### config.mk
export PLATFORM = sky130hd
export DESIGN_NAME = psd_lane
export DESIGN_NICKNAME = d
export VERILOG_FILES = /design/src/rtl/psd_pkg.sv /design/src/rtl/psd_lane.sv
export SDC_FILE = /design/constraint.sdc
export NUM_CORES = 2
export LEC_CHECK = 0
export ABC_AREA = 1
export BUFFER_PORTS_ARGS = -buffer_cell sky130_fd_sc_hd__buf_2
export CAP_MARGIN = 20
export CORE_MARGIN = 5
export CORE_UTILIZATION = 35
export DETAILED_ROUTE_END_ITERATION = 10
export SYNTH_ARGS = -nofsm -noshare
export SYNTH_HDL_FRONTEND = slang
export SYNTH_SLANG_ARGS = --single-unit
### constraint.sdc
create_clock -name clk_i -period 8.6 [get_ports clk_i]
set_clock_uncertainty 0.15 [all_clocks]
set_input_delay 1.72 -clock clk_i [delete_from_list [all_inputs] [get_ports clk_i]]
set_output_delay 1.72 -clock clk_i [all_outputs]
set_load 0.005 [all_outputs]
### src/rtl/psd_pkg.sv
// psd_pkg: shared widths, register map and reset values of the six-leg drive scaler
// used by every rtl file of the block; no dependencies
package psd_pkg;
  localparam int unsigned LegSlots  = 6;
  localparam int unsigned LegCountDefault = 6;
  localparam int unsigned ErrW  = 16;
  localparam int unsigned GainW = 16;
  localparam int unsigned PulseW = 16;
  localparam int unsigned ProdW = ErrW + GainW + 1;
  localparam int unsigned MagW  = 31;
  localparam int unsigned NumW  = MagW + PulseW;
  localparam int unsigned QuoW  = 16;
  localparam int unsigned AddrW = 5;
  localparam int unsigned RegIdxW = 3;

  localparam logic [GainW-1:0]  GainReset   = 16'd256;
  localparam logic [PulseW-1:0] PeriodReset = 16'd1000;
  localparam logic [PulseW-1:0] FloorReset  = 16'd0;

  // register indexes, byte address is 4 * index
  localparam logic [RegIdxW-1:0] RegLeg1Gain = 3'd0;
  localparam logic [RegIdxW-1:0] RegLeg2Gain = 3'd1;
  localparam logic [RegIdxW-1:0] RegPeriod = 3'd6;
  localparam logic [RegIdxW-1:0] RegFloor  = 3'd7;

  // scaling kicks in once the largest magnitude exceeds 1.0 in Q16.16
  localparam logic [MagW-1:0] MagUnity = 31'd65536;
endpackage

### src/rtl/psd_lane.sv
// psd_lane: per-leg front end, gain multiply, magnitude and period multiply
// depends on psd_pkg
module psd_lane import psd_pkg::*; (
  input  logic                     clk_i,
  input  logic                     adv_i,
  input  logic signed [ErrW-1:0]   error_i,
  input  logic [GainW-1:0]         gain_i,
  input  logic [PulseW-1:0]        period_i,
  output logic [MagW-1:0]          mag_o,
  output logic [NumW-1:0]          num_o,
  output logic                     fwd_o
);
  logic signed [ProdW-1:0] prod_q, prod_d;
  logic [MagW-1:0] mag_q, mag_d;
  logic [NumW-1:0] num2_q, num2_d;
  logic fwd2_q, fwd3_q;
  logic [ProdW-1:0] abs_w;

  assign prod_d = ProdW'(error_i) * ProdW'($signed({1'b0, gain_i}));
  assign abs_w  = prod_q[ProdW-1] ? ProdW'(-prod_q) : ProdW'(prod_q);
  assign mag_d  = abs_w[MagW-1:0];
  assign num2_d = NumW'(mag_q) * NumW'(period_i);

  always_ff @(posedge clk_i) begin
    if (adv_i) begin
      prod_q <= prod_d;
      mag_q  <= mag_d;
      fwd2_q <= ~prod_q[ProdW-1];
      num2_q <= num2_d;
      fwd3_q <= fwd2_q;
    end
  end

  assign mag_o = mag_q;
  assign num_o = num2_q;
  assign fwd_o = fwd3_q;
  logic unused_w;
  assign unused_w = ^abs_w[ProdW-1:MagW];
endmodule

# [Yosys cells after proc, flatten, opt, wreduce, memory -nomap -nowiden]
# Index checks and enable logic that the tools add are counted.
[totals] elab_cells=10 regBits=113
[op_classes] n_mul=2 addsub=1 bitwise_logic=1 muxes=1
[ops] operator="$mul A31 B16 Y47" count=1
[ops] operator="$mul A16 B17 Y33" count=1
[ops] operator="$mux W31" count=1
[ops] operator="$neg A31 Y31" count=1
[ops] operator="$not A1 Y1" count=1

# [Depth between registers and ports, before layout]
[logic_depth] depth_word=2 mapped_depth=29

# [Least setup slack after synthesis]
# OpenSTA, ideal clock, no wires.
[synth_timing] path_kind="input to register" startpoint="input port error_i[1]" endpoint="register prod_q[32] (data pin)" path_stages=23 arrival_time_ps=6535 setup_slack_ps=1662 n_path_buf=2 setup_time_ps=252 cell_sequence="clkbuf_1 -> clkbuf_1 -> nand2_1 -> fa_1 -> inv_1 -> fa_1 -> inv_1 -> fa_1 -> fa_1 -> inv_1 -> fa_1 -> inv_1 -> fa_1 -> inv_1 -> ha_1 -> a21oi_1 -> o21ai_0 -> a21oi_1 -> nand2_1 -> nand2_1 -> nand2_1 -> nand2_1 -> nand2_1"
[synth_between] elab_chain_cells=1
[synth_lines] element="from (decl)" line_no="psd_lane.sv:6" source="input logic signed [ErrW-1:0] error_i,"
[synth_lines] element="$mul A16 B17 Y33" line_no="psd_lane.sv:19" source="assign prod_d = ProdW'(error_i) * ProdW'($signed({1'b0, gain_i}));"
[synth_lines] element="named net prod_d[32]" line_no="psd_lane.sv:13" source="logic signed [ProdW-1:0] prod_q, prod_d;"
[synth_lines] element="to (signal assigned)" line_no="psd_lane.sv:26" source="prod_q <= prod_d;"
[synth_lines] element="to (decl)" line_no="psd_lane.sv:13"
# The timed path passes the listed nets, and every way through them passes these cells.
# A chain may end at the register's enable or synchronous reset.

# [Worst setup path after layout]
[layout_timing] startpoint="input port period_i[12]" endpoint="register num2_q[44], in the netlist num_o[44] (data pin)"
[layout_between] elab_chain_cells=1
[layout_lines] element="from (decl)" line_no="psd_lane.sv:8" source="input logic [PulseW-1:0] period_i,"
[layout_lines] element="$mul A31 B16 Y47" line_no="psd_lane.sv:22" source="assign num2_d = NumW'(mag_q) * NumW'(period_i);"
[layout_lines] element="named net num2_d[44]" line_no="psd_lane.sv:15" source="logic [NumW-1:0] num2_q, num2_d;"
[layout_lines] element="to (signal assigned)" line_no="psd_lane.sv:29" source="num2_q <= num2_d;"
[layout_lines] element="to (decl)" line_no="psd_lane.sv:15"
# The timed path passes the listed nets, and every way through them passes these cells.

==> metrics.yaml <==
routed_via_density: 4.66
syn-instance-count: 3997
post-route-drc-count: 0
place.detailed.instances: 5128
wl_mm: 85.7
syn-num-nets: 4887
drt_pass1_iterations: 6
synth_top_family_by_area: "adder cells"
route.antenna.remaining_nets: 0
synthArstFlopShare_pct: 0
max-slew-margin-rel_pct: 20.5
launch_instance_of_the_worst_min_delay_path: "fwd2_q"
clock.fmax_mhz: 137
antenna_violations_before_repair: 0
wire_length_of_the_first_global_routing_pass_mm: 139
tightest_slew_ns: 1.19
h-tree-depth: 3
synth_xor_xnor_area_share_pct: 2.07
synth.top_cells.by_area: "fa_1, nand2_1, inv_1"
wl_per_cell_um: 16.7
period_needed_ns: 7.29
top_flip_flop_cell_by_instance_count_after_synthesis: "edfxtp_1"
timing.hold.worst.class: "reg2reg"
ios: 129
finalNonFillerCells: 5145
startpoint_type: "primary input"
die_area_um2: 94100
dr_total_vias: 24000
final_cycle_utilization_of_the_critical_path_pct: 84.8
synth_area_leader_cell: "fa_1"
cts.sink_count: 112
crit_type: "in2reg"
holdBufCountCts: 0
synth_enable_flop_cells: 112
ff2ff_path_depth: 20
reg2reg_slack_ns: 2.18
floorplan.core_area_um2: 87000
die_h_um: 307
grt_max_degree: 72
ys_warn_count: 0
numPortBuffers: 128
clkTransAtPathRegs_ns: 0.09
drive_gt1_share_pct: 6.04
synth_top_area_share_pct: 38.8
syn_area_per_cell_um2: 7.71
grt_use_total_pct: 18.6
layout.filler_cells: 9178
timing.final.hold_violations: 0
synth_commonest_cells: "nand2_1, inv_1, fa_1"
grt_pass1_vias: 25600
cts_post_setup_buffers_inserted: 0
r2r-start: "mag_o[6]"
ys_types: 37
globalplace.congestion: 0.898
synth.cell_area_um2: 30800
drt-initial-drc-count: 1305
std_cell_rows: 108
clk_root_buf: "clkbuf_16"
cts_max_path_buffers: 2
final-max-slew-violation-count: 0
adder_and_majority_cell_fraction_of_the_synthesized_area_pct: 48.7
hold-path-endpoint: "fwd_o"
critPathRequiredTime_ns: 8.61
synth.area.mux_share_pct: 0
clk-insertion-delay-late_ns: 0.38
worst_hold_path.num_cells: 0
tns_setup_ns: 0
crit_fanout: 31
critPathCaptureType: "flop"
sequential_cell_area_fraction_in_the_yosys_report_pct: 10.9
antennaDiodeCount: 0
status: "finished, final reports clean"
num-nets-final: 4875
synth_compound_gate_area_share_pct: 1.99
rsz0062_at_grt: "false"
reg2reg_to: "num_o[21]"
critPathArrivalTime_ns: 7.30
die_x_um: 307
cts_resized: 0
dp_hpwl_mm: 69.0
drv.max_cap_violation_count: 0
postLayoutCoreUtil_pct: 37.6
timing.final.setup_violations: 0
yosysMostFrequentCell: "nand2_1"
layout-area-overhead-vs-synth_pct: 6.09
synth_simple_gate_area_share_pct: 19.8
tritoncts: "built"
cts_made_buffers: 9
synth_seq_cells: 112
initial_core_util_pct: 35.4
overflow: 0
[sequential cells by signal, summed over array words and instances, names as in the netlist]
name,flops
prod_q,32
mag_o,31
fwd2_q,1
fwd_o,1
num_o,47
[worst max-delay path by stage]
stage                     slack, ns    endpoint  cells after the start         start
after floorplan                1.66  prod_q[32]                     23    error_i[1]
after global placement         0.99   num_o[44]                     19  period_i[12]
after CTS                      1.39   num_o[44]                     19  period_i[12]
after global routing           1.08   num_o[43]                     21  period_i[10]
final                          1.31   num_o[44]                     19  period_i[12]
after detailed placement       0.96   num_o[44]                     19  period_i[12]
[cells in the final DEF (no fill, tap or decap), types with 11 or more instances in the layout]
master	count
nand2_2	26
ha_1	242
o21ai_0	28
nand3_1	72
buf_4	13
nand4_1	18
nor2_2	16
nor3_1	11
inv_1	1186
or2_2	13
nand2_1	1202
edfxtp_1	112
a21oi_1	63
buf_2	127
xnor2_1	19
fa_1	598
nor2_1	115
xor2_1	54
[layer usage]
layer  vias to the layer above  routed length (um)  track usage, %
li1                      11300                   -               -
met1                     11900               33900            22.5
met2                       615               44700            34.3
met3                       155                3960            2.14
met4                         0                3150            6.24
met5                         -                   0               0
[final cells by class]
type                            count  area, um2  area share [%]
Sequential cell                   112       3360            10.3
Timing Repair Buffer              141        748            2.29
Clock inverter                      6       73.8           0.226
Clock buffer                       10        229           0.700
Inverter                         1193       4480            13.7
Tap cell                         1155       1450            4.42
Multi-Input combinational cell   2528      22400            68.4
[metrics by stage]
| stage | area (um2) | hold slack, ns | worst slack [ns] |
|---|---|---|---|
| after floorplan | 30800 | 0.250 | 1.66 |
| after global placement | 32400 | 0.252 | 0.988 |
| after detailed placement | 32400 | 0.256 | 0.964 |
| after CTS | 32700 | 0.284 | 1.39 |
| after global routing | 32700 | 0.282 | 1.08 |
| final | 32700 | 0.274 | 1.31 |
[cells by family after synthesis]
logic type,count (synthesis)
and+or+nand+nor,1504
buffers and inverters,1357
adders and majority gates,840
DFF,112
AOI/OAI and AO/OA,111
xor gates and xnor gates,73
[worst max-delay path, stage by stage]
cell     delay (ns)
buf_2          0.71
nand2_1        0.18
fa_1           0.54
inv_1          0.06
fa_1           0.56
fa_1           0.46
fa_1           0.47
fa_1           0.49
inv_1          0.05
fa_1           0.55
inv_1          0.07
ha_1           0.40
nand2_1        0.17
nor2_1         0.24
nand2_1        0.14
nor2_1         0.14
nand3_1        0.14
nand4_1        0.12
nand2_1        0.06
Power is left out: the tool's default activity adds up to more than one toggle a clock period on the data nets, which glitch-free logic cannot reach.
