==> src/rtl/psd_pkg.sv <==
// psd_pkg: shared widths, register map and reset values of the six-leg drive scaler
// used by every rtl file of the block; no dependencies
package psd_pkg;
  localparam int unsigned LegSlots  = 6;
  localparam int unsigned LegCountDefault = 6;
  localparam int unsigned ErrW  = 16;
  localparam int unsigned GainW = 16;
  localparam int unsigned PulseW = 16;
  localparam int unsigned ProdW = ErrW + GainW + 1;
  localparam int unsigned MagW  = 31;
  localparam int unsigned NumW  = MagW + PulseW;
  localparam int unsigned QuoW  = 16;
  localparam int unsigned AddrW = 5;
  localparam int unsigned RegIdxW = 3;

  localparam logic [GainW-1:0]  GainReset   = 16'd256;
  localparam logic [PulseW-1:0] PeriodReset = 16'd1000;
  localparam logic [PulseW-1:0] FloorReset  = 16'd0;

  // register indexes, byte address is 4 * index
  localparam logic [RegIdxW-1:0] RegLeg1Gain = 3'd0;
  localparam logic [RegIdxW-1:0] RegLeg2Gain = 3'd1;
  localparam logic [RegIdxW-1:0] RegPeriod = 3'd6;
  localparam logic [RegIdxW-1:0] RegFloor  = 3'd7;

  // scaling kicks in once the largest magnitude exceeds 1.0 in Q16.16
  localparam logic [MagW-1:0] MagUnity = 31'd65536;
endpackage

==> src/rtl/psd_merge.sv <==
// psd_merge: finds the largest leg magnitude and the scale decision
// depends on psd_pkg
module psd_merge import psd_pkg::*; #(
  parameter int unsigned LegCount = LegCountDefault
) (
  input  logic                 clk_i,
  input  logic                 adv_i,
  input  logic [MagW-1:0]      mag_i [LegCount],
  output logic [MagW-1:0]      mag_max_o,
  output logic                 scale_o
);
  logic [MagW-1:0] max_d, max_q;

  always_comb begin
    max_d = '0;
    for (int i = 0; i < LegCount; i++) begin
      if (mag_i[i] > max_d) max_d = mag_i[i];
    end
  end

  always_ff @(posedge clk_i) begin
    if (adv_i) max_q <= max_d;
  end

  assign mag_max_o = max_q;
  assign scale_o   = max_q > MagUnity;
endmodule

==> config.mk <==
export PLATFORM = sky130hd
export DESIGN_NAME = psd_merge
export DESIGN_NICKNAME = d
export VERILOG_FILES = /design/src/rtl/psd_pkg.sv /design/src/rtl/psd_merge.sv
export SDC_FILE = /design/constraint.sdc
export NUM_CORES = 1
export LEC_CHECK = 0
export BUFFER_PORTS_ARGS = -buffer_cell sky130_fd_sc_hd__buf_2
export CAP_MARGIN = 10
export CORE_MARGIN = 2
export CORE_UTILIZATION = 54
export DETAILED_ROUTE_END_ITERATION = 8
export GPL_TIMING_DRIVEN = 1
export PLACE_DENSITY = 0.86
export SETUP_SLACK_MARGIN = 0.5
export SLEW_MARGIN = 5
export SYNTH_ARGS = -nofsm -noshare
export SYNTH_HDL_FRONTEND = slang
export SYNTH_SLANG_ARGS = --single-unit
export TNS_END_PERCENT = 10
==> constraint.sdc <==
create_clock -name clk_i -period 17.1 [get_ports clk_i]
set_input_delay 0.855 -clock clk_i [delete_from_list [all_inputs] [get_ports clk_i]]
set_output_delay 0.855 -clock clk_i [all_outputs]
set_load 0.005 [all_outputs]
# Word-level counts from Yosys, hierarchy flattened
# Index checks and enable logic that the tools add are counted.
[totals]
register_bits = 31
elab_cells = 14
[classes]
order_cmp = 7
n_mux = 6
[op_table]
columns = ["op", "n"]
rows = [
  ["$mux 31", 6],
  ["$gt 31x31->1", 5],
  ["$gt 31x1->1 const B", 1],
  ["$gt 31x17->1 const B", 1],
]

# Depth between registers and ports, before layout
[depth]
word_depth = 12
mapped_depth = 74
mapped_depth_nobuf = 61

# Worst setup path after synthesis
# No wires, ideal clock.
[synth_timing]
kind = "input to register"
from = "input port mag_i[185] (netlist bit)"
to = "register max_q[0], in the netlist mag_max_o[0], data pin"
setup_ns = 0.260
t_arrival_ns = 13.330
slack_ns = 3.510
path_stages = 68
n_path_buf = 13
path_cell_list = "inv_1 ha_1 nand4_1 nor4_1 inv_1 a211oi_1 a21o_1 buf_4 buf_2 buf_1 mux2i_1 ha_1 nand4_1 nor2_1 and3_1 nand2_1 nor4_1 o21ai_1 [32 not listed] a21oi_4 buf_2 mux2i_1 ha_1 nor2b_1 o21ai_0 nand2b_1 a21oi_1 nor2b_1 o21ai_0 nand2b_1 a21oi_1 o221a_2 nand4_1 o211a_1 buf_2 buf_6 mux2_4"
[synth_via]
elab_chain_cells = 12
[synth_rtl]
columns = ["element", "line", "text"]
rows = [
  ["start: declaration", "psd_merge.sv:8", "input logic [MagW-1:0] mag_i [LegCount],"],
  ["$gt 31x1->1", "psd_merge.sv:17", "if (mag_i[i] > max_d) max_d = mag_i[i];"],
  ["$mux 31 (*)", "psd_merge.sv:17", ""],
  ["$gt 31x31->1", "psd_merge.sv:17", ""],
  ["$mux 31 (*)", "psd_merge.sv:17", ""],
  ["$gt 31x31->1", "psd_merge.sv:17", ""],
  ["$mux 31 (*)", "psd_merge.sv:17", ""],
  ["$gt 31x31->1", "psd_merge.sv:17", ""],
  ["$mux 31 (*)", "psd_merge.sv:17", ""],
  ["$gt 31x31->1", "psd_merge.sv:17", ""],
  ["$mux 31 (*)", "psd_merge.sv:17", ""],
  ["$gt 31x31->1", "psd_merge.sv:17", ""],
  ["$mux 31 (*)", "psd_merge.sv:17", ""],
  ["via max_d[0]", "psd_merge.sv:12", "logic [MagW-1:0] max_d, max_q;"],
  ["end signal: assignment", "psd_merge.sv:22", "if (adv_i) max_q <= max_d;"],
  ["end: declaration", "psd_merge.sv:12", ""],
]
# Mark *: on every way through the listed nets, which the timed path passes. The rest lies on a longest branch.
# A chain may end at the register's enable or synchronous reset.

# Worst setup path after layout
# Ends and elaborated chain as after synthesis.

==> run summary <==
The routed wire length is 19.6 mm. The total routing usage reported by global routing came out at between 20 and 30%. The highest ir drop seen on vdd came out at about 0.000046 V. The average wire per cell in the routed design is between 10 and 15 um.

The final RePlAce weighted congestion is slightly above 0.9. The layout overhead on the synthesized area came out at 18.9%. The number of buffers added by the clock tree synthesis step is 5. In this run the clock root is driven by a clkbuf_16. The tightest slew margin relative to the limit is ~38%.

The largest individual stage delay along the critical path comes from the cell nand2_2. The initial antenna violation count is 4. The pre-antenna-repair detailed-routing pass consisted of 5 iterations. The clock edge transition at the registers on the reported setup and hold paths is roughly 0.05 ns. The region available for standard cell placement spans around 13000 um2. In this run the worst hold path is classified as input port to register.

The worst setup path is captured at a register. The tool flagged a number of max-cap violations equal to 0. The number of global-route vias before repair came out at roughly 7000.

For this run, the post-layout net count is around 1500. The number of nets with antenna violations after detailed routing is 0. The count of placed standard cells including taps is 1300.

The critical path data required time came out at approximately 17 ns. The pin count of the biggest net entering global routing came out at 59. The routed via count divided by cell count came out at approximately 5.6. The ratio of total power to cell area is around 94 nW/um2.

The sink count of the clock tree is 31. The final sum of negative setup slack came out at 0 ns. The synthesized flop and latch total is 31. The proportion of synthesized flip-flops having asynchronous set or reset came out at 0%.

The number of failing setup endpoints in the final timing report is 0. The final-report max-slew violation count came out at 0. The H-tree depth reported by CTS came out at 2.

The count of flip-flops with a built-in enable after synthesis came out at 31. The number of nets in the synthesized netlist is approximately 1300. The post-CTS setup-driven buffer insertion count is 0.

In this run, post-CTS repair resized a total of 0 instances. The final cell count without fillers is 1311. On the final layout, the worst hold slack is about 0.92 ns. The prevailing post-synth register cell is edfxtp_1.

The violation count after the first detailed-routing iteration is about 570. The CTS tree is done. The clock passes through at most 2 buffers. The total chip power is 805 uW. The chip width is 119 um. The remaining global-route overflow is 0.

In the layout the commonest cells are buf_2 (219), inv_1 (131), ha_1 (131), mux2i_1 (90), a21oi_1 (81). The top-level port count came out at 220. The share of post-route cells with drive strength above 1 came out at between 20% and 30%.

The count of standard-cell rows came out at 42. The sequential area share after synthesis came out at 13.0%. The worst setup path is of the input port to register kind.

Port buffering added 219 buffers. The portion of the clock cycle consumed by the worst path in the final layout came out at between 80% and 90%. The starting utilization of the core area is a little over half. Yosys mapped the design onto 70 distinct sky130hd cell types.

The number of vias after detailed routing came out at ~7400. In this run, post-CTS hold repair placed 0 buffers. The count of mapped cells out of synthesis came out at 931. The estimated wirelength of the detail-placed design is 17.1 mm.

The floorplan step defined a die boundary enclosing 14200 um2. The total leakage power came out at between 0.004 and 0.005 uW. The kind of start point of the critical path is an input port.

The measured slew at the worst slew-check pin is ~0.93 ns. Setup repair after global routing left no endpoint under its margin. The delay contributed by the slowest stage of the critical path came out at between 0.7 and 0.8 ns. The flow ran to the end, and the final reports show no timing, DRC or antenna violations.

The mean area per synthesized cell is 7.70 um2. Along the worst path, the maximum fanout reaches a little under 60. The flip-flop count of the largest register, all copies and words added came out at 31. The clock period minus final worst setup slack came out at 14.96 ns. The wire length of the first global-routing pass is between 30 and 40 mm. The yosys synthesis warning count is 0. The maximum operating frequency is approximately 67 MHz.

The post-synth design cell area is 7170 um2. The data arrival time of the critical path is 14.98 ns. The detailed-route DRC error count is 0. The height of the die came out at ~120 um. The number of hold-slack violations in the final timing report is 0.

The most common cell after layout, fill and taps aside is buf_2.
==> cells by family after synthesis <==
kind of cell / Yosys count / share of synthesized area [%]
adder cells (fa/ha/maj): 137 / 23.7
flip-flops: 31 / 13.0
XOR/XNOR: 19 / 2.32
multiplexers: 102 / 14.6
AND/OR/NAND/NOR: 245 / 17.2
AO/OA/AOI/OAI: 235 / 20.3
buffers and inverters: 162 / 8.95
==> power by group <==
group | leakage (uW) | switching, uW | internal, uW
registers | 0.000303 | 14.9 | 135
logic | 0.00414 | 319 | 256
clock network | 0.0000660 | 26.9 | 52.6
==> metrics by stage <==
step / area (um2) / utilization [%] / setup slack (ns)
2_1_floorplan: 7170 / - / 3.51
3_3_place_gp: 8380 / 64.1 / 2.48
3_5_place_dp: 8380 / 64.1 / 2.01
4_1_cts: 8520 / 65.1 / 2.28
5_1_grt: 8530 / 65.2 / 1.01
6_report: 8530 / 65.2 / 2.14
==> area by class of cell <==
class / instances / area [um2]
multi-input combinational: 738 / 5610
antenna: 3 / 7.51
sequential: 31 / 931
clock inverter: 2 / 7.51
tap: 176 / 220
fill: 1143 / 4560
inverter: 131 / 492
clock buffer: 6 / 129
timing repair buffer: 224 / 1130
==> worst paths after layout <==
check | from | to | cells after the start
max | mag_i[185] | mag_max_o[0]$_DFFE_PP_ | 62
min | mag_i[0] | mag_max_o[0]$_DFFE_PP_ | 2
==> worst max-delay path: cells and delay by family <==
kind                       cells  cell delay, ns
adders and majority gates      5            1.41
AOI/OAI and AO/OA             19            4.11
muxes                          3            1.12
buffers and inverters          9            1.98
and+or+nand+nor               26            5.45
==> synthesized netlist by cell type (3+ instances only) <==
master      n  area, um2
a221oi_1    4       35.0
or2_2       4       25.0
and3_1      8       50.1
maj3_1      6       60.1
o211ai_1    7       52.6
nor3_1     10       50.1
buf_2       6       30.0
o21a_1      3       22.5
nand2_1    72        270
or4_1       5       37.5
nor2_1     55        206
mux2i_1    90        901
a211oi_1   12       90.1
o21ai_0    61        305
and2_1      5       31.3
o22ai_1     4       25.0
a21o_1     25        188
xnor2_1    14        123
nand2b_1    7       43.8
nor4_1     10       62.6
a31oi_1     3       18.8
nand3_1    12       60.1
nor2b_1    11       68.8
ha_1      131       1640
a21oi_1    81        405
buf_4       3       22.5
nand4_1    32        200
mux2_4      3       45.0
and4_1      3       26.3
o21ai_1     5       25.0
inv_1     131        492
edfxtp_1   31        931
buf_1       6       22.5
mux2_2      7       78.8
clkbuf_1   14       52.6
xor2_1      5       43.8
o31ai_1     3       22.5
==> routing by layer <==
layer | wire, um | GRT usage, % | share of wire, % | up-vias
met2 | 9180 | 47.7 | 47 | 270
li1 | - | - | - | 3794
met1 | 8850 | 34.6 | 45 | 3290
met3 | 1120 | 1.87 | 5.7 | 31
met5 | 0 | 0 | 0 | -
met4 | 476 | 9.23 | 2.4 | 0
No activity file was read; power rests on OpenSTA's default activity.
