`src/rtl/psd_pkg.sv`:
```
// psd_pkg: shared widths, register map and reset values of the six-leg drive scaler
// used by every rtl file of the block; no dependencies
package psd_pkg;
  localparam int unsigned LegSlots  = 6;
  localparam int unsigned LegCountDefault = 6;
  localparam int unsigned ErrW  = 16;
  localparam int unsigned GainW = 16;
  localparam int unsigned PulseW = 16;
  localparam int unsigned ProdW = ErrW + GainW + 1;
  localparam int unsigned MagW  = 31;
  localparam int unsigned NumW  = MagW + PulseW;
  localparam int unsigned QuoW  = 16;
  localparam int unsigned AddrW = 5;
  localparam int unsigned RegIdxW = 3;

  localparam logic [GainW-1:0]  GainReset   = 16'd256;
  localparam logic [PulseW-1:0] PeriodReset = 16'd1000;
  localparam logic [PulseW-1:0] FloorReset  = 16'd0;

  // register indexes, byte address is 4 * index
  localparam logic [RegIdxW-1:0] RegLeg1Gain = 3'd0;
  localparam logic [RegIdxW-1:0] RegLeg2Gain = 3'd1;
  localparam logic [RegIdxW-1:0] RegPeriod = 3'd6;
  localparam logic [RegIdxW-1:0] RegFloor  = 3'd7;

  // scaling kicks in once the largest magnitude exceeds 1.0 in Q16.16
  localparam logic [MagW-1:0] MagUnity = 31'd65536;
endpackage

```
`src/rtl/psd_div.sv`:
```
// psd_div: per-leg pipelined restoring divider, one quotient bit per stage,
// then pulse select and floor; depends on psd_pkg
module psd_div import psd_pkg::*; (
  input  logic               clk_i,
  input  logic               adv_i,
  input  logic [NumW-1:0]    num_i,
  input  logic [MagW-1:0]    den_i,
  input  logic               scale_i,
  input  logic               fwd_i,
  input  logic [PulseW-1:0]  floor_i,
  output logic [PulseW-1:0]  pulse_o,
  output logic               fwd_o
);
  logic [NumW-1:0]   rem_q  [QuoW+1];
  logic [MagW-1:0]   den_q  [QuoW+1];
  logic [QuoW-1:0]   quo_q  [QuoW+1];
  logic [PulseW-1:0] flat_q [QuoW+1];
  logic              sc_q   [QuoW+1];
  logic              fw_q   [QuoW+1];
  logic [PulseW-1:0] p_w, pulse_q;
  logic              fwd_q;

  assign rem_q[0]  = num_i;
  assign den_q[0]  = den_i;
  assign quo_q[0]  = '0;
  assign flat_q[0] = num_i[PulseW+15:16];
  assign sc_q[0]   = scale_i;
  assign fw_q[0]   = fwd_i;

  for (genvar s = 0; s < QuoW; s++) begin : g_stage
    localparam int unsigned K = QuoW - 1 - s;
    logic [NumW:0] sub_w;
    logic          take_w;
    assign sub_w  = {1'b0, rem_q[s]} - ((NumW+1)'(den_q[s]) << K);
    assign take_w = ~sub_w[NumW];
    always_ff @(posedge clk_i) begin
      if (adv_i) begin
        rem_q[s+1]  <= take_w ? sub_w[NumW-1:0] : rem_q[s];
        quo_q[s+1]  <= quo_q[s] | (QuoW'(take_w) << K);
        den_q[s+1]  <= den_q[s];
        flat_q[s+1] <= flat_q[s];
        sc_q[s+1]   <= sc_q[s];
        fw_q[s+1]   <= fw_q[s];
      end
    end
  end

  assign p_w = sc_q[QuoW] ? quo_q[QuoW] : flat_q[QuoW];

  always_ff @(posedge clk_i) begin
    if (adv_i) begin
      pulse_q <= (p_w < floor_i) ? floor_i : p_w;
      fwd_q   <= fw_q[QuoW];
    end
  end

  assign pulse_o = pulse_q;
  assign fwd_o   = fwd_q;
  logic unused_w;
  assign unused_w = ^{rem_q[QuoW], den_q[QuoW]};
endmodule

```
`config.mk`:
```
export PLATFORM = sky130hd
export DESIGN_NAME = psd_div
export DESIGN_NICKNAME = d
export VERILOG_FILES = /design/src/rtl/psd_pkg.sv /design/src/rtl/psd_div.sv
export SDC_FILE = /design/constraint.sdc
export NUM_CORES = 2
export LEC_CHECK = 0
export BUFFER_PORTS_ARGS = -buffer_cell sky130_fd_sc_hd__buf_2
export CAP_MARGIN = 0
export CORE_MARGIN = 2
export CORE_UTILIZATION = 30
export CTS_CLUSTER_DIAMETER = 120
export DETAILED_ROUTE_END_ITERATION = 16
export SETUP_SLACK_MARGIN = 0.2
export SLEW_MARGIN = 20
export SYNTH_ARGS = -nofsm -noshare
export SYNTH_HDL_FRONTEND = slang
export SYNTH_SLANG_ARGS = --single-unit
```
`constraint.sdc`:
```
create_clock -name clk_i -period 10.61 [get_ports clk_i]
set_input_delay 1.061 -clock clk_i [delete_from_list [all_inputs] [get_ports clk_i]]
set_output_delay 1.061 -clock clk_i [all_outputs]
set_load 0.01 [all_outputs]
```
Word level (Yosys, flattened, before mapping)
Index checks and enable logic that the tools add are counted.

operators by class
  bitwise logic cells = 31
  $add $sub $neg = 16
  muxes and demuxes = 17
  order comparisons = 1

operators by type and width
  cell              number
  $mux W47          15
  $sub A47 B31 Y48  1
  $sub A47 B32 Y48  1
  $sub A47 B33 Y48  1
  $sub A47 B34 Y48  1
  $sub A47 B35 Y48  1
  $sub A47 B36 Y48  1
  $sub A47 B37 Y48  1
  $sub A47 B38 Y48  1
  $sub A47 B39 Y48  1
  $sub A47 B40 Y48  1
  $sub A47 B41 Y48  1
  $sub A47 B42 Y48  1
  $sub A47 B43 Y48  1
  $sub A47 B44 Y48  1
  $sub A47 B45 Y48  1
  $sub A47 B46 Y48  1
  $mux W16          2
  $lt A16 B16 Y1    1
  $not A1 Y1        16
  $or A16 B1 Y16    1
  $or A16 B10 Y16   1
  $or A16 B11 Y16   1
  $or A16 B12 Y16   1
  other kinds (11)  11

word-level totals
  bits in registers = 1716
  output and inout bits = 17
  word-level logic and storage cells = 161
  input port bits = 98

Depth between registers and ports, before layout
  depth in word-level cells = 3
  depth in mapped cells = 16
  depth with buffers taken out = 15

Worst setup path after synthesis
Ideal clock, no wire load.

  path type = input to register
  start = input port num_i[15]
  end = register rem_q[729] (netlist bit) (data pin)
  buffers on the path = 2
  setup slack = 6346 ps
  arrival time = 3994 ps
  library setup time = 270 ps
  stages = 15
  data required time = 10340 ps
  cells stage by stage = inv_1 -> ha_1 -> fa_1 -> nor2b_1 -> o31a_1 -> o31ai_1 -> a21oi_1 -> a21oi_1 -> or4_1 -> a41oi_1 -> o21ai_1 -> inv_1 -> buf_2 -> buf_1 -> a21oi_1

between the ends
  cells in the longest elaborated chain, start to end = 2

ends and longest elaborated chain
  element                        line           text
  start, declared                psd_div.sv:6   input logic [NumW-1:0] num_i,
  $sub A47 B46 Y48               psd_div.sv:34  assign sub_w = {1'b0, rem_q[s]} - ((NumW+1)'(den_q[s]) << K);
  $mux W47                       psd_div.sv:38  rem_q[s+1] <= take_w ? sub_w[NumW-1:0] : rem_q[s];
  end signal, assigned by index  psd_div.sv:38
  end, declared                  psd_div.sv:14  logic [NumW-1:0] rem_q [QuoW+1];

Every way passes these cells.
A chain may end at the register's enable or synchronous reset.

Worst setup path after layout
  start = register rem_q[239] (netlist bit)
  end = register rem_q[226] (netlist bit) (data pin)

between the ends
  cells in the longest elaborated chain, start to end = 2

ends and longest elaborated chain
  element           line
  $sub A47 B35 Y48  psd_div.sv:34
  $mux W47          psd_div.sv:38

Every way passes these cells.

==> impl_metrics.csv <==
group,metric,value,unit
sta,hold_violations,0,
detailed_routing,vias,52111,
grt,antenna_found_initial,4,
synth,syn_inst,6958,
place,place_ws,5.43,ns
clock_network,htree_levels,4,
synth,ys_types,89,
cells_and_area,fin_nets,7750,
setup_path,crit_family,"compound AO/OA/AOI/OAI gates",
synth,ys_ff_latch,1611,
run_status,violations,"design-rule violations",
grt,gr-usage-met1,15.1,%
sta,drv_slew,0,
synth,synth_flop_cell,"edfxtp_1",
sta,setup_violations,0,
detailed_routing,wl,176000,microns
clock_network,hold_buffers,0,
synth,syn-cell-area,82500,sq um
sta,fin_skew,0.0603,ns
clock_network,clockBufferDepth,4,
synth,yosysSeqAreaShare,58.7,%
cells_and_area,area_growth,12.5,%
die,die_height,528,microns
setup_path,crit_type,"reg2reg",
cells_and_area,utilization,33.9,%
sta,max_slew_margin,20.4,%
cells_and_area,drive_above_1_share,7.48,%
setup_path,crit_required,11.13,ns
job,maxCapViolCount,0,
pwr,power_density,262,nW/um^2
synth,yosys.area.top_type,"edfxtp_1",
sta,period_minus_slack,4.59,ns
grt,grt_max_degree,192,
die,die_w,528,microns
detailed_routing,first_pass_iters,12,
sta,tightest_slew,1.18,ns
run_status,outcome,"finished with violations",
setup_path,slowest_delay,0.53,ns
synth,synth.top_cell.area_share,58.7,%
detailed_routing,remaining_drc_errors,2,
min_path,hp-class,"in2reg",
sta,max_freq,218,MHz
grt,grt-busiest-layer,"met2",
synth,ys_async_sr_fraction,0,%
clock_network,cts.clk_slew.worst_paths,0.06,ns
setup_path,cp_slowest_cell,"a221oi_1",
grt,overflow,0,
die,start_util,30.1,%
grt,met3_usage,1.90,%
die,core,274000,sq um
pwr,peakVddDrop,0.116,mV
place,gp_congestion,0.927,
pwr,leakagePower,35.7,nW
cells_and_area,seq_area,48400,sq um
clock_network,postCtsSetupBuffers,0,
setup_path,worst-path-max-fanout,4,
place,numPortBuffers,114,
grt,grt_pass1_wl,280000,microns
die,rows,192,
synth,synthTopCellsByArea,"edfxtp_1 (59%), ha_1 (7.7%), a21oi_1 (3.2%)",
synth,synth.avg_cell_area,11.8,sq um
detailed_routing,dr.first_iter.drc_count,3382,
clock_network,cts_tree,"done",
sta,totalNegativeSetupSlack,0,ns
die,dieArea,279000,sq um
setup_path,cp_num_buf_inv,2,
detailed_routing,drtAntennaViolNets,0,
sta,rsz0062_at_grt,"no",
sta,finalCritPeriodShare,43.3,%
clock_network,ctsResizeCount,0,
setup_path,cp-start-kind,"register",
sta,hold_ws,0.360,ns
clock_network,cts.sinks,1611,
setup_path,worstSetupEndpointType,"register",
cells_and_area,multi_input_area,31100,sq um
die,pin_count,115,
grt,met2_usage,21.5,%
place,hpwlAfterDp,130000,microns
grt,first_global_vias,52219,
clock_network,cts_made_buffers,184,
pwr,finalPower,0.0243,W
clock_network,cts_root_buf,"clkbuf_16",
clock_network,worstSkewPairLatency,0.87,ns
synth,yosys_warnings,0,
detailed_routing,route.detailed.wl_per_inst,16.3,microns
grt,gr-usage-all-layers,12.3,%
sta,timing.final.ws_setup,6.02,ns
setup_path,cp.arrival,5.11,ns
synth,synth-edff-count,1611,
setup_path,crit_path_cell_trace,"inv_1 -> ha_1 -> inv_1 -> fa_1 -> a21o_1 -> a221oi_1 -> a21oi_1 -> or4_1 -> a31oi_1 -> nand2_1 -> a31oi_1 -> o21ai_1 -> a2111oi_2 -> xor2_1",
synth,synth_nets,7581,
detailed_routing,post_drt_via_cell_ratio,4.80,
cells_and_area,fill_cells,26573,
==> kinds of logic after synthesis <==
| kind of cell | share of synthesized area, % |
|---|---|
| and+or+nand+nor | 9.18 |
| xor gates and xnor gates | 5.23 |
| muxes | 1.25 |
| adders and majority gates | 8.10 |
| buffers and inverters | 3.70 |
| AOI/OAI and AO/OA | 13.9 |
| DFF | 58.7 |
==> final cells by class <==
| class | instances | area share [%] |
|---|---|---|
| clock buffer | 227 | 5.23 |
| inverter | 631 | 2.55 |
| multi-input combinational | 4547 | 33.6 |
| clock inverter | 91 | 0.668 |
| sequential | 1611 | 52.2 |
| tap | 3589 | 4.84 |
| timing repair buffer | 152 | 0.993 |
| antenna | 1 | 0.00270 |
==> cells in the mapped netlist, types with 7 or more instances <==
| library cell | instances |
|---|---|
| edfxtp_1 | 1611 |
| inv_1 | 629 |
| nand2_1 | 563 |
| a21oi_1 | 534 |
| ha_1 | 510 |
| o21ai_0 | 472 |
| nor2_1 | 394 |
| a21o_1 | 280 |
| xnor2_1 | 256 |
| xor2_1 | 236 |
| clkbuf_1 | 151 |
| nand3_1 | 108 |
| nor3_1 | 92 |
| nand2b_1 | 88 |
| mux2_2 | 84 |
| a211oi_1 | 72 |
| o21a_1 | 66 |
| nand4_1 | 63 |
| o31ai_1 | 62 |
| nor2b_1 | 59 |
| o21bai_1 | 51 |
| a31oi_1 | 50 |
| or3_1 | 47 |
| nor4_1 | 44 |
| and3_1 | 37 |
| and2_1 | 31 |
| o211ai_1 | 25 |
| o21ai_2 | 23 |
| or4_1 | 21 |
| o31a_1 | 18 |
| or2_2 | 17 |
| a2111oi_0 | 16 |
| a211o_1 | 15 |
| a21boi_0 | 15 |
| fa_1 | 15 |
| a31o_2 | 13 |
| and4_1 | 13 |
| a221oi_1 | 12 |
| a311oi_1 | 11 |
| o221ai_1 | 9 |
| o2111ai_1 | 8 |
| a221o_1 | 7 |
| nand3b_1 | 7 |
| nor3b_1 | 7 |
==> worst paths after layout <==
path	from	end	slack [ns]	cells after the start
max	rem_q[239]	rem_q[226]	6.02	14
min reg2reg	flat_q[164]	flat_q[148]	0.39	0
max reg2reg	rem_q[239]	rem_q[226]	6.02	14
min	num_i[8]	rem_q[713]	0.36	1
==> per-stage QoR <==
step | area (sq um) | instances
4_1_cts | 92700 | 10848
3_5_place_dp | 87300 | 10530
2_1_floorplan | 82500 | 6958
6_report | 92700 | 10849
5_1_grt | 92700 | 10848
3_3_place_gp | 87300 | 10530
==> where the power goes <==
group	total (W)	switching (W)	internal [W]
logic	0.00874	0.00503	0.00371
registers	0.00974	0.000875	0.00886
clock network	0.00585	0.00246	0.00339
total	0.0243	0.00836	0.0160
==> registers in the layout, indices dropped and copies added, names as in the netlist <==
register and count:
fw_q 16, fwd_o 1, sc_q 16, rem_q 705, pulse_o 16, quo_q 136
flat_q 256, den_q 465
==> metal layers <==
| layer | up-vias | routed length [microns] |
|---|---|---|
| met5 | - | 0 |
| met4 | 0 | 7780 |
| met3 | 377 | 6250 |
| met2 | 1090 | 85700 |
| met1 | 24677 | 76800 |
| li1 | 25967 | - |
==> cells in the final DEF, fill, tap and decap left out, types with 37 or more instances in the layout <==
cell type	count
xnor2_1	256
a21o_1	279
clkbuf_1	39
buf_2	113
clkbuf_16	188
nand2b_1	88
nor3_1	92
a31oi_1	48
nand2_1	563
o21a_1	66
o31ai_1	62
ha_1	510
inv_1	629
xor2_1	236
clkinv_1	49
edfxtp_1	1611
nand3_1	108
nor2_1	393
o21bai_1	51
nand4_1	63
nor4_1	44
a21oi_1	533
and3_1	37
o21ai_0	472
or3_1	47
a211oi_1	71
mux2_2	84
nor2b_1	59
(Power assumes the default switching activity.)
